### src/rtl/okc_pkg.sv
// Package for the ordered key set: codes, payload structs, control types.
package okc_pkg;

    localparam int KEY_W       = 32;
    localparam int COUNT_W     = 5;
    localparam int DEF_CAPACITY = 16;
    localparam int DEF_KEY_BITS = 32;

    localparam logic [1:0] CMD_INSERT = 2'd0;
    localparam logic [1:0] CMD_DELETE = 2'd1;
    localparam logic [1:0] CMD_POP    = 2'd2;

    localparam logic [1:0] ST_OK   = 2'd0;
    localparam logic [1:0] ST_DUP  = 2'd1;
    localparam logic [1:0] ST_MISS = 2'd2;
    localparam logic [1:0] ST_FULL = 2'd3;

    typedef struct packed {
        logic [1:0]       cmd;
        logic [KEY_W-1:0] key;
    } okc_req_t;

    typedef struct packed {
        logic [1:0]         status;
        logic [KEY_W-1:0]   popped_key;
        logic [COUNT_W-1:0] entry_count;
    } okc_rsp_t;

    typedef struct packed {
        logic match;
        logic ins;
        logic rem;
    } okc_ctrl_t;

    typedef enum logic [1:0] {
        S_IDLE,
        S_MATCH,
        S_APPLY
    } okc_state_t;

endpackage

### src/rtl/okc_cell.sv
// One slot of the key row: holds a key, compares it and shifts to either neighbor.
module okc_cell
    import okc_pkg::*;
#(
    parameter int KEY_BITS = DEF_KEY_BITS
)
(
    input  logic                clk,
    input  logic                rst_n,
    input  okc_ctrl_t           ctrl,
    input  logic [KEY_BITS-1:0] search_key,
    input  logic [KEY_BITS-1:0] left_key,
    input  logic                left_valid,
    input  logic [KEY_BITS-1:0] right_key,
    input  logic                right_valid,
    input  logic                seen_in,
    output logic [KEY_BITS-1:0] key,
    output logic                valid,
    output logic                hit,
    output logic                seen_out
);

    logic [KEY_BITS-1:0] key_reg;
    logic [KEY_BITS-1:0] key_next;
    logic                valid_reg;
    logic                valid_next;
    logic                hit_reg;
    logic                hit_next;

    assign seen_out = seen_in | hit_reg;

    always_comb
    begin
        key_next   = key_reg;
        valid_next = valid_reg;
        hit_next   = hit_reg;
        if (ctrl.match)
        begin
            hit_next = valid_reg && (key_reg == search_key);
        end
        if (ctrl.ins)
        begin
            key_next   = left_key;
            valid_next = left_valid;
        end
        else if (ctrl.rem && seen_out)
        begin
            key_next   = right_key;
            valid_next = right_valid;
        end
    end

    always_ff @(posedge clk or negedge rst_n)
    begin
        if (!rst_n)
        begin
            valid_reg <= 1'b0;
            hit_reg   <= 1'b0;
        end
        else
        begin
            valid_reg <= valid_next;
            hit_reg   <= hit_next;
        end
    end

    always_ff @(posedge clk)
    begin
        key_reg <= key_next;
    end

    assign key   = key_reg;
    assign valid = valid_reg;
    assign hit   = hit_reg;

endmodule

### src/rtl/ordered_key_set_core.sv
// Ordered key set: a row of key cells, newest at the front, under a small sequencer.
// Sequence: an accepted start enters S_MATCH, then S_APPLY; the result strobe done is
// registered out of S_APPLY, and busy is high while in S_MATCH and S_APPLY.
// Each transaction runs a compare pass over all cells, one shift pass through the row,
// then the result; a new start is taken only once busy is low. The receiver cannot stall.
// Reset: the set is empty and no result is pending; no clearing pass is run.
module ordered_key_set_core
    import okc_pkg::*;
#(
    parameter int CAPACITY = DEF_CAPACITY,
    parameter int KEY_BITS = DEF_KEY_BITS
)
(
    input  logic     clk,
    input  logic     rst_n,
    input  logic     start,
    output logic     busy,
    input  okc_req_t req,
    output logic     done,
    output okc_rsp_t rsp
);

    localparam int CNT_W = $clog2(CAPACITY + 1);

    okc_state_t          state_reg;
    okc_state_t          state_next;
    okc_req_t            op_reg;
    logic [CNT_W-1:0]    fill_reg;
    logic [CNT_W-1:0]    fill_next;
    logic                done_reg;
    logic                done_next;
    okc_rsp_t            rsp_reg;
    okc_rsp_t            rsp_next;

    okc_ctrl_t           ctrl;
    logic                pop_front;
    logic [KEY_BITS-1:0] search_key;
    logic [KEY_BITS-1:0] key_w   [CAPACITY];
    logic                valid_w [CAPACITY];
    logic [CAPACITY-1:0] hit_w;
    logic                seen_w  [CAPACITY+1];
    logic                any_hit;
    logic                is_full;
    logic                is_empty;

    assign search_key = KEY_BITS'(op_reg.key);
    assign seen_w[0]  = pop_front;
    assign any_hit    = |hit_w;
    assign is_full    = (fill_reg == CNT_W'(CAPACITY));
    assign is_empty   = (fill_reg == '0);

    genvar i;
    generate
        for (i = 0; i < CAPACITY; i++)
        begin : g_cell
            logic [KEY_BITS-1:0] lk;
            logic                lv;
            logic [KEY_BITS-1:0] rk;
            logic                rv;

            if (i == 0)
            begin : g_front
                assign lk = search_key;
                assign lv = 1'b1;
            end
            else
            begin : g_mid
                assign lk = key_w[i-1];
                assign lv = valid_w[i-1];
            end

            if (i == CAPACITY - 1)
            begin : g_back
                assign rk = key_w[i];
                assign rv = 1'b0;
            end
            else
            begin : g_inner
                assign rk = key_w[i+1];
                assign rv = valid_w[i+1];
            end

            okc_cell #(
                .KEY_BITS (KEY_BITS)
            ) u_cell (
                .clk         (clk),
                .rst_n       (rst_n),
                .ctrl        (ctrl),
                .search_key  (search_key),
                .left_key    (lk),
                .left_valid  (lv),
                .right_key   (rk),
                .right_valid (rv),
                .seen_in     (seen_w[i]),
                .key         (key_w[i]),
                .valid       (valid_w[i]),
                .hit         (hit_w[i]),
                .seen_out    (seen_w[i+1])
            );
        end
    endgenerate

    always_comb
    begin
        state_next = state_reg;
        case (state_reg)
            S_IDLE:
            begin
                if (start)
                begin
                    state_next = S_MATCH;
                end
            end
            S_MATCH:
            begin
                state_next = S_APPLY;
            end
            S_APPLY:
            begin
                state_next = S_IDLE;
            end
            default:
            begin
                state_next = S_IDLE;
            end
        endcase
    end

    always_comb
    begin
        ctrl                 = '0;
        pop_front            = 1'b0;
        fill_next            = fill_reg;
        done_next            = 1'b0;
        rsp_next             = rsp_reg;
        ctrl.match           = (state_reg == S_MATCH);
        if (state_reg == S_APPLY)
        begin
            done_next           = 1'b1;
            rsp_next.status     = ST_OK;
            rsp_next.popped_key = '0;
            case (op_reg.cmd)
                CMD_INSERT:
                begin
                    if (any_hit)
                    begin
                        rsp_next.status = ST_DUP;
                    end
                    else if (is_full)
                    begin
                        rsp_next.status = ST_FULL;
                    end
                    else
                    begin
                        ctrl.ins  = 1'b1;
                        fill_next = fill_reg + 1'b1;
                    end
                end
                CMD_DELETE:
                begin
                    if (any_hit)
                    begin
                        ctrl.rem  = 1'b1;
                        fill_next = fill_reg - 1'b1;
                    end
                    else
                    begin
                        rsp_next.status = ST_MISS;
                    end
                end
                CMD_POP:
                begin
                    if (is_empty)
                    begin
                        rsp_next.status = ST_MISS;
                    end
                    else
                    begin
                        ctrl.rem            = 1'b1;
                        pop_front           = 1'b1;
                        rsp_next.popped_key = KEY_W'(key_w[0]);
                        fill_next           = fill_reg - 1'b1;
                    end
                end
                default:
                begin
                    rsp_next.status = ST_OK;
                end
            endcase
            rsp_next.entry_count = COUNT_W'(fill_next);
        end
    end

    always_ff @(posedge clk or negedge rst_n)
    begin
        if (!rst_n)
        begin
            state_reg <= S_IDLE;
            fill_reg  <= '0;
            done_reg  <= 1'b0;
        end
        else
        begin
            state_reg <= state_next;
            fill_reg  <= fill_next;
            done_reg  <= done_next;
        end
    end

    always_ff @(posedge clk)
    begin
        rsp_reg <= rsp_next;
        if (start && !busy)
        begin
            op_reg <= req;
        end
    end

    assign busy = (state_reg != S_IDLE);
    assign done = done_reg;
    assign rsp  = rsp_reg;

endmodule
### config.mk
export PLATFORM = sky130hd
export DESIGN_NAME = ordered_key_set_core
export DESIGN_NICKNAME = d
export VERILOG_FILES = /design/src/rtl/okc_pkg.sv /design/src/rtl/okc_cell.sv /design/src/rtl/ordered_key_set_core.sv
export SDC_FILE = /design/constraint.sdc
export NUM_CORES = 1
export LEC_CHECK = 0
export BUFFER_PORTS_ARGS = -buffer_cell sky130_fd_sc_hd__buf_2
export CORE_UTILIZATION = 35
export CTS_CLUSTER_SIZE = 12
export DETAILED_ROUTE_END_ITERATION = 10
export SYNTH_ARGS = -nofsm -noshare
export SYNTH_HDL_FRONTEND = slang
export SYNTH_SLANG_ARGS = --single-unit
### constraint.sdc
create_clock -name clk -period 4.9 [get_ports clk]
set_clock_uncertainty 0.1 [all_clocks]
set_input_delay 0.98 -clock clk [delete_from_list [all_inputs] [get_ports clk]]
set_output_delay 0.98 -clock clk [all_outputs]
set_load 0.01 [all_outputs]
# Yosys cells after proc, flatten, opt, wreduce, memory -nomap -nowiden
# Index checks and enable logic that the tools add are counted.
# totals
regBits,625
inputBits,37
output_inout_bits,41
# classes
n_addsub,2
n_eq_ne,22
muxes,84
bitwise,17
n_reduce_logical,56
# op_table
op,count
two-way mux 32 bit,30
equality test 32 bit,16
two-way mux 1 bit,40
nonzero test 2 bit,17
logical AND 1 bit,33
two-way mux 5 bit,4
bitwise OR 1 bit,16
OR reduction 16 bit,1
one-hot mux 5 bit (3 select lines),1
two-way mux 2 bit,6
one-hot mux 2 bit (3 select lines),1
adder 5 x 1 -> 5 bit (second input constant),1
equality test 5 bit (second input constant),1
zero test 5 bit,1
subtractor 5 x 1 -> 5 bit (second input constant),1
equality test 2 x 1 -> 1 bit (second input constant),2
equality test 2 bit (second input constant),2
zero test 2 bit,2
one-hot mux 2 bit (2 select lines),1
inequality test 2 bit (second input constant),1
one-hot mux 1 bit (2 select lines),1
OR reduction 2 bit,1
zero test 1 bit,1
NOT 1 bit,1

# Longest topological paths before layout
# depth
word_depth,23
ltp_mapped,11
depth_no_buf,8

# Cells and area by module
# A second synthesis with hierarchy kept.
# unflattened
hier_cells,2127
area_unflattened_um2,31960.7
# modules_own_cells
module,instances,cells_per_inst,area_each_um2
okc_cell,16,119,1788.0
ordered_key_set_core,1,223,3353.2

# Worst setup path after synthesis
# Ideal clock, no wire load.
# synth_path
path_kind,register to register
startpoint,register state_reg[0]
endpoint,register g_cell[0].u_cell.key_reg[0] (enable)
setup_time_ps,389
arrival_ps,3387
t_required_ps,4411
setup_slack_ps,1024
stages_incl_launch_ff,8
path_buffers,2
synth_period_minus_slack_ps,3876
cell_sequence,dfrtp_1 nor2b_1 clkbuf_1 nand2_1 a311oi_2 buf_2 o21ai_0 nand2_1
# synth_via
elab_chain_len,5
# synth_lines
item,line_no,rtl
"start, declared",ordered_key_set_core.sv:25,okc_state_t state_reg;
"start signal, assigned",ordered_key_set_core.sv:204,state_reg <= state_next;
equality test 2 bit *,ordered_key_set_core.sv:137,if (state_reg == S_APPLY)
two-way mux 1 bit,ordered_key_set_core.sv:137,
bitwise OR 1 bit,okc_cell.sv:30,assign seen_out = seen_in | hit_reg;
logical AND 1 bit,okc_cell.sv:46,else if (ctrl.rem && seen_out)
nonzero test 2 bit (no source line) *,--,
"end signal, assigned",okc_cell.sv:69,key_reg <= key_next;
"end, declared",okc_cell.sv:23,logic [KEY_BITS-1:0] key_reg;
# Mark *: on every way between the ends. The rest lies on a longest branch, timed or not.
# A chain may end at the register's enable or synchronous reset.

# Worst setup path in the final report
# layout_path
startpoint,"register op_reg, in the netlist g_cell[0].lk[7]"
endpoint,register g_cell[12].u_cell.hit_reg
# layout_via
elab_chain_len,2
# layout_lines
item,line_no,rtl
"start, declared",ordered_key_set_core.sv:27,okc_req_t op_reg;
"start signal, assigned",ordered_key_set_core.sv:215,op_reg <= req;
equality test 32 bit,okc_cell.sv:39,hit_next = valid_reg && (key_reg == search_key);
logical AND 1 bit,okc_cell.sv:39,
"end signal, assigned",okc_cell.sv:63,hit_reg <= hit_next;
"end, declared",okc_cell.sv:27,logic hit_reg;
# Every way passes these cells.

==> results.sh <==
export IMPL_synth_top_area_share_pct=54.40
export IMPL_drtAntennaViolNets=0
export IMPL_whs_ns=0.3968
export IMPL_endpoint_kind="flip-flop"
export IMPL_finalMaxSlewViolations=0
export IMPL_worstMarginPinSlew_ns=1.407
export IMPL_vias=24068
export IMPL_cts_buffers=68
export IMPL_dp_cells=4348
export IMPL_synthCells=3194
export IMPL_critPathKind="reg -> reg"
export IMPL_synth_yosys_warnings=0
export IMPL_pre_cts_ws_ns=1.542
export IMPL_yosys_top_cells_count="1469 x nand2_1, 585 x edfxtp_1, 368 x xor2_1, 145 x xnor2_1, 98 x nor4_1"
export IMPL_start_util_pct=35.28
export IMPL_clock_sink_count=625
export IMPL_p_leak_nw=14.45
export IMPL_drcViolationCount=0
export IMPL_maxUsedRoutingLayer="met5"
export IMPL_fp_dieH_um=305.8
export IMPL_hold_viol_final=0
export IMPL_firstDrtPassIters=6
export IMPL_wl_per_cell_um=24.63
export IMPL_design_core_area_um2=91520
export IMPL_drive_above_1_share_pct=7.929
export IMPL_syn_nets=3238
export IMPL_overflow=0
export IMPL_yosysUniqueCellTypes=55
export IMPL_intPower_mw=9.504
export IMPL_relSlewSlack_pct=6.173
export IMPL_syn2layout_area_growth_pct=10.79
export IMPL_die_width_um=305.8
export IMPL_drt_wl_total_mm=110.0
export IMPL_async_flop_share_pct=6.400
export IMPL_fmax_mhz=286.0
export IMPL_power_share_clock_pct=37.7
export IMPL_post_cts_setup_buffers=0
export IMPL_grt_max_degree=91
export IMPL_min_period_over_period_pct=71.36
export IMPL_dieArea_um2=93480
export IMPL_grt_pass1_wl_mm=159.3
export IMPL_combPwrFrac_pct=11.8
export IMPL_setup_violations=0
export IMPL_synth_edf_count=585
export IMPL_fp_row_count=111
export IMPL_swShare_pct=27.53
export IMPL_h_tree_depth=3
export IMPL_ios=78
export IMPL_cts_root_buf="clkbuf_16"
export IMPL_hold_path_class="reg -> reg"
export IMPL_worstPathRequired_ns=5.36
export IMPL_peakVddDrop_mv=0.2571
export IMPL_clkSlewWorstSetupHoldPaths_ns=0.06
export IMPL_critPathLaunchType="flip-flop"
export IMPL_critPathMaxFanout=9
export IMPL_totalNegativeSetupSlack_ns=0
export IMPL_via_per_inst=5.389
export IMPL_pwr_density_cell_nw_per_um2=366.5
export IMPL_status="complete, no violations"
export IMPL_ys_flop_type="edfxtp_1"
export IMPL_clk_path_buf_depth=3
export IMPL_drt_met1_wl_mm=45.63
export IMPL_postCtsHoldBufs=0
export IMPL_largest_register_ffs=512
export IMPL_antenna_found_initial=6
export IMPL_yosys_area_top_type="edfxtp_1"
export IMPL_synth_ff_latch_count=625
export IMPL_rsz0062_at_grt="false"
export IMPL_switching_power_mw=3.610
export IMPL_met3_length_mm=11.01
export IMPL_p_seq_share_pct=50.5
export IMPL_met2_length_mm=48.79
export IMPL_stdcell_count=4466
export IMPL_arrival_ns=3.96
export IMPL_fin_ws_ns=1.403
export IMPL_nNetsFinal=3276
export IMPL_clk_latency_ns=0.63
export IMPL_grt_pass1_vias=23187
export IMPL_path_cells="buf_4, xor2_1, nor4_1, nand4_1, nor4_1, a22o_1"
export IMPL_yosys_top_cells_area="edfxtp_1 54%, nand2_1 17%, xor2_1 10%"
export IMPL_groute_usage_overall_pct=23.21
export IMPL_period_needed_ns=3.497
export IMPL_cts_tree="done"
export IMPL_drt_iter0_markers=3105
export IMPL_slowest_stage="edfxtp_1"
export IMPL_synth_most_common_cell="nand2_1"
export IMPL_cap_violations=0
export IMPL_cpMostUsedCell="nor4_1"
export IMPL_cts_resized=0
export IMPL_hpwlAfterDp_mm=76.36
export IMPL_syn_area_um2=32290
export IMPL_cp_slowest_stage_delay_ns=1.28
export IMPL_yosysSeqAreaShare_pct=57.50
export IMPL_synth_area_per_cell_um2=10.11
export IMPL_gp_congestion=0.9160
export IMPL_portBuffers=77
worst max-delay path, delay by kind of cell (launching register included):
kind	cells	cell delay (ns)
DFF	1	1.28
and+or+nand+nor	3	1.32
xor gates and xnor gates	1	0.09
AOI/OAI and AO/OA	1	0.22
buffers and inverters	1	0.40
final timing paths:
kind                                          startpoint                  endpoint  slack, ns  cells past startpoint
worst max-delay path                     g_cell[0].lk[7]     g_cell[12].u_cell.hit       1.40                      6
worst min-delay path            g_cell[14].u_cell.key[4]  g_cell[15].u_cell.key[4]       0.40                      0
worst max register to register           g_cell[0].lk[7]     g_cell[12].u_cell.hit       1.40                      6
worst min register to register  g_cell[14].u_cell.key[4]  g_cell[15].u_cell.key[4]       0.40                      0
max in group asynchronous                          rst_n      g_cell[2].u_cell.hit       3.67                      1
min in group asynchronous                          rst_n                      done       0.41                      1
through the flow:
stage	cell area [um2]	total power, mW	util [%]
floorplan	32290	7.577	-
global placement	33740	8.218	36.86
detailed placement	33740	8.237	36.86
CTS	35770	13.12	39.09
global route	35770	13.50	39.09
finish	35780	13.11	39.09
cell families (layout without fill, tap and decap cells):
group                    Yosys count  in the layout  share of synthesized area, %
AND/OR/NAND/NOR                 1751           1751                         22.33
flip-flops                       625            625                         57.50
XOR/XNOR                         513            513                         13.91
buffers and inverters            205            290                         3.898
AO/OA/AOI/OAI                     78             78                         1.623
multiplexers                      15             15                        0.4649
adder cells (fa/ha/maj)            7              7                        0.2712
other                              0              1                             0
metal layers:
layer  global-route usage, %  up-vias
li1                        -    10683
met1                   31.99    11853
met2                   35.22     1280
met3                   5.304      248
met4                   9.209        4
met5                       0        -
layout by cell type (no fill, tap or decap), types with 10 or more instances in the layout:
cell,n
buf_2,77
xnor2_1,145
nor4_1,98
buf_4,76
nor2_1,31
a22o_1,17
clkbuf_16,73
dfrtp_1,40
a21oi_1,31
nor3_1,21
nand4_1,65
clkbuf_1,21
edfxtp_1,585
mux2i_1,15
xor2_1,368
buf_12,10
clkinv_1,16
and3_1,35
nand2_1,1469
power groups by stage:
stage | clock network, mW | registers [mW] | logic, mW
4_1_cts | 4.98 | 6.60 | 1.53
3_3_place_gp | 0 | 6.72 | 1.50
6_report | 4.94 | 6.62 | 1.55
5_1_grt | 5.17 | 6.64 | 1.69
3_5_place_dp | 0 | 6.71 | 1.52
2_1_floorplan | 0 | 6.46 | 1.12
layout make-up:
type | count | area, um2
Fill cell | 9129 | 55750
Sequential cell | 625 | 18570
Multi-Input combinational cell | 2364 | 12490
Clock buffer | 95 | 1919
Tap cell | 1186 | 1484
Timing Repair Buffer | 163 | 1156
Clock inverter | 22 | 116.4
Inverter | 10 | 45.04
Antenna cell | 1 | 2.502
Note: power is estimated with default switching activity, not from simulation.
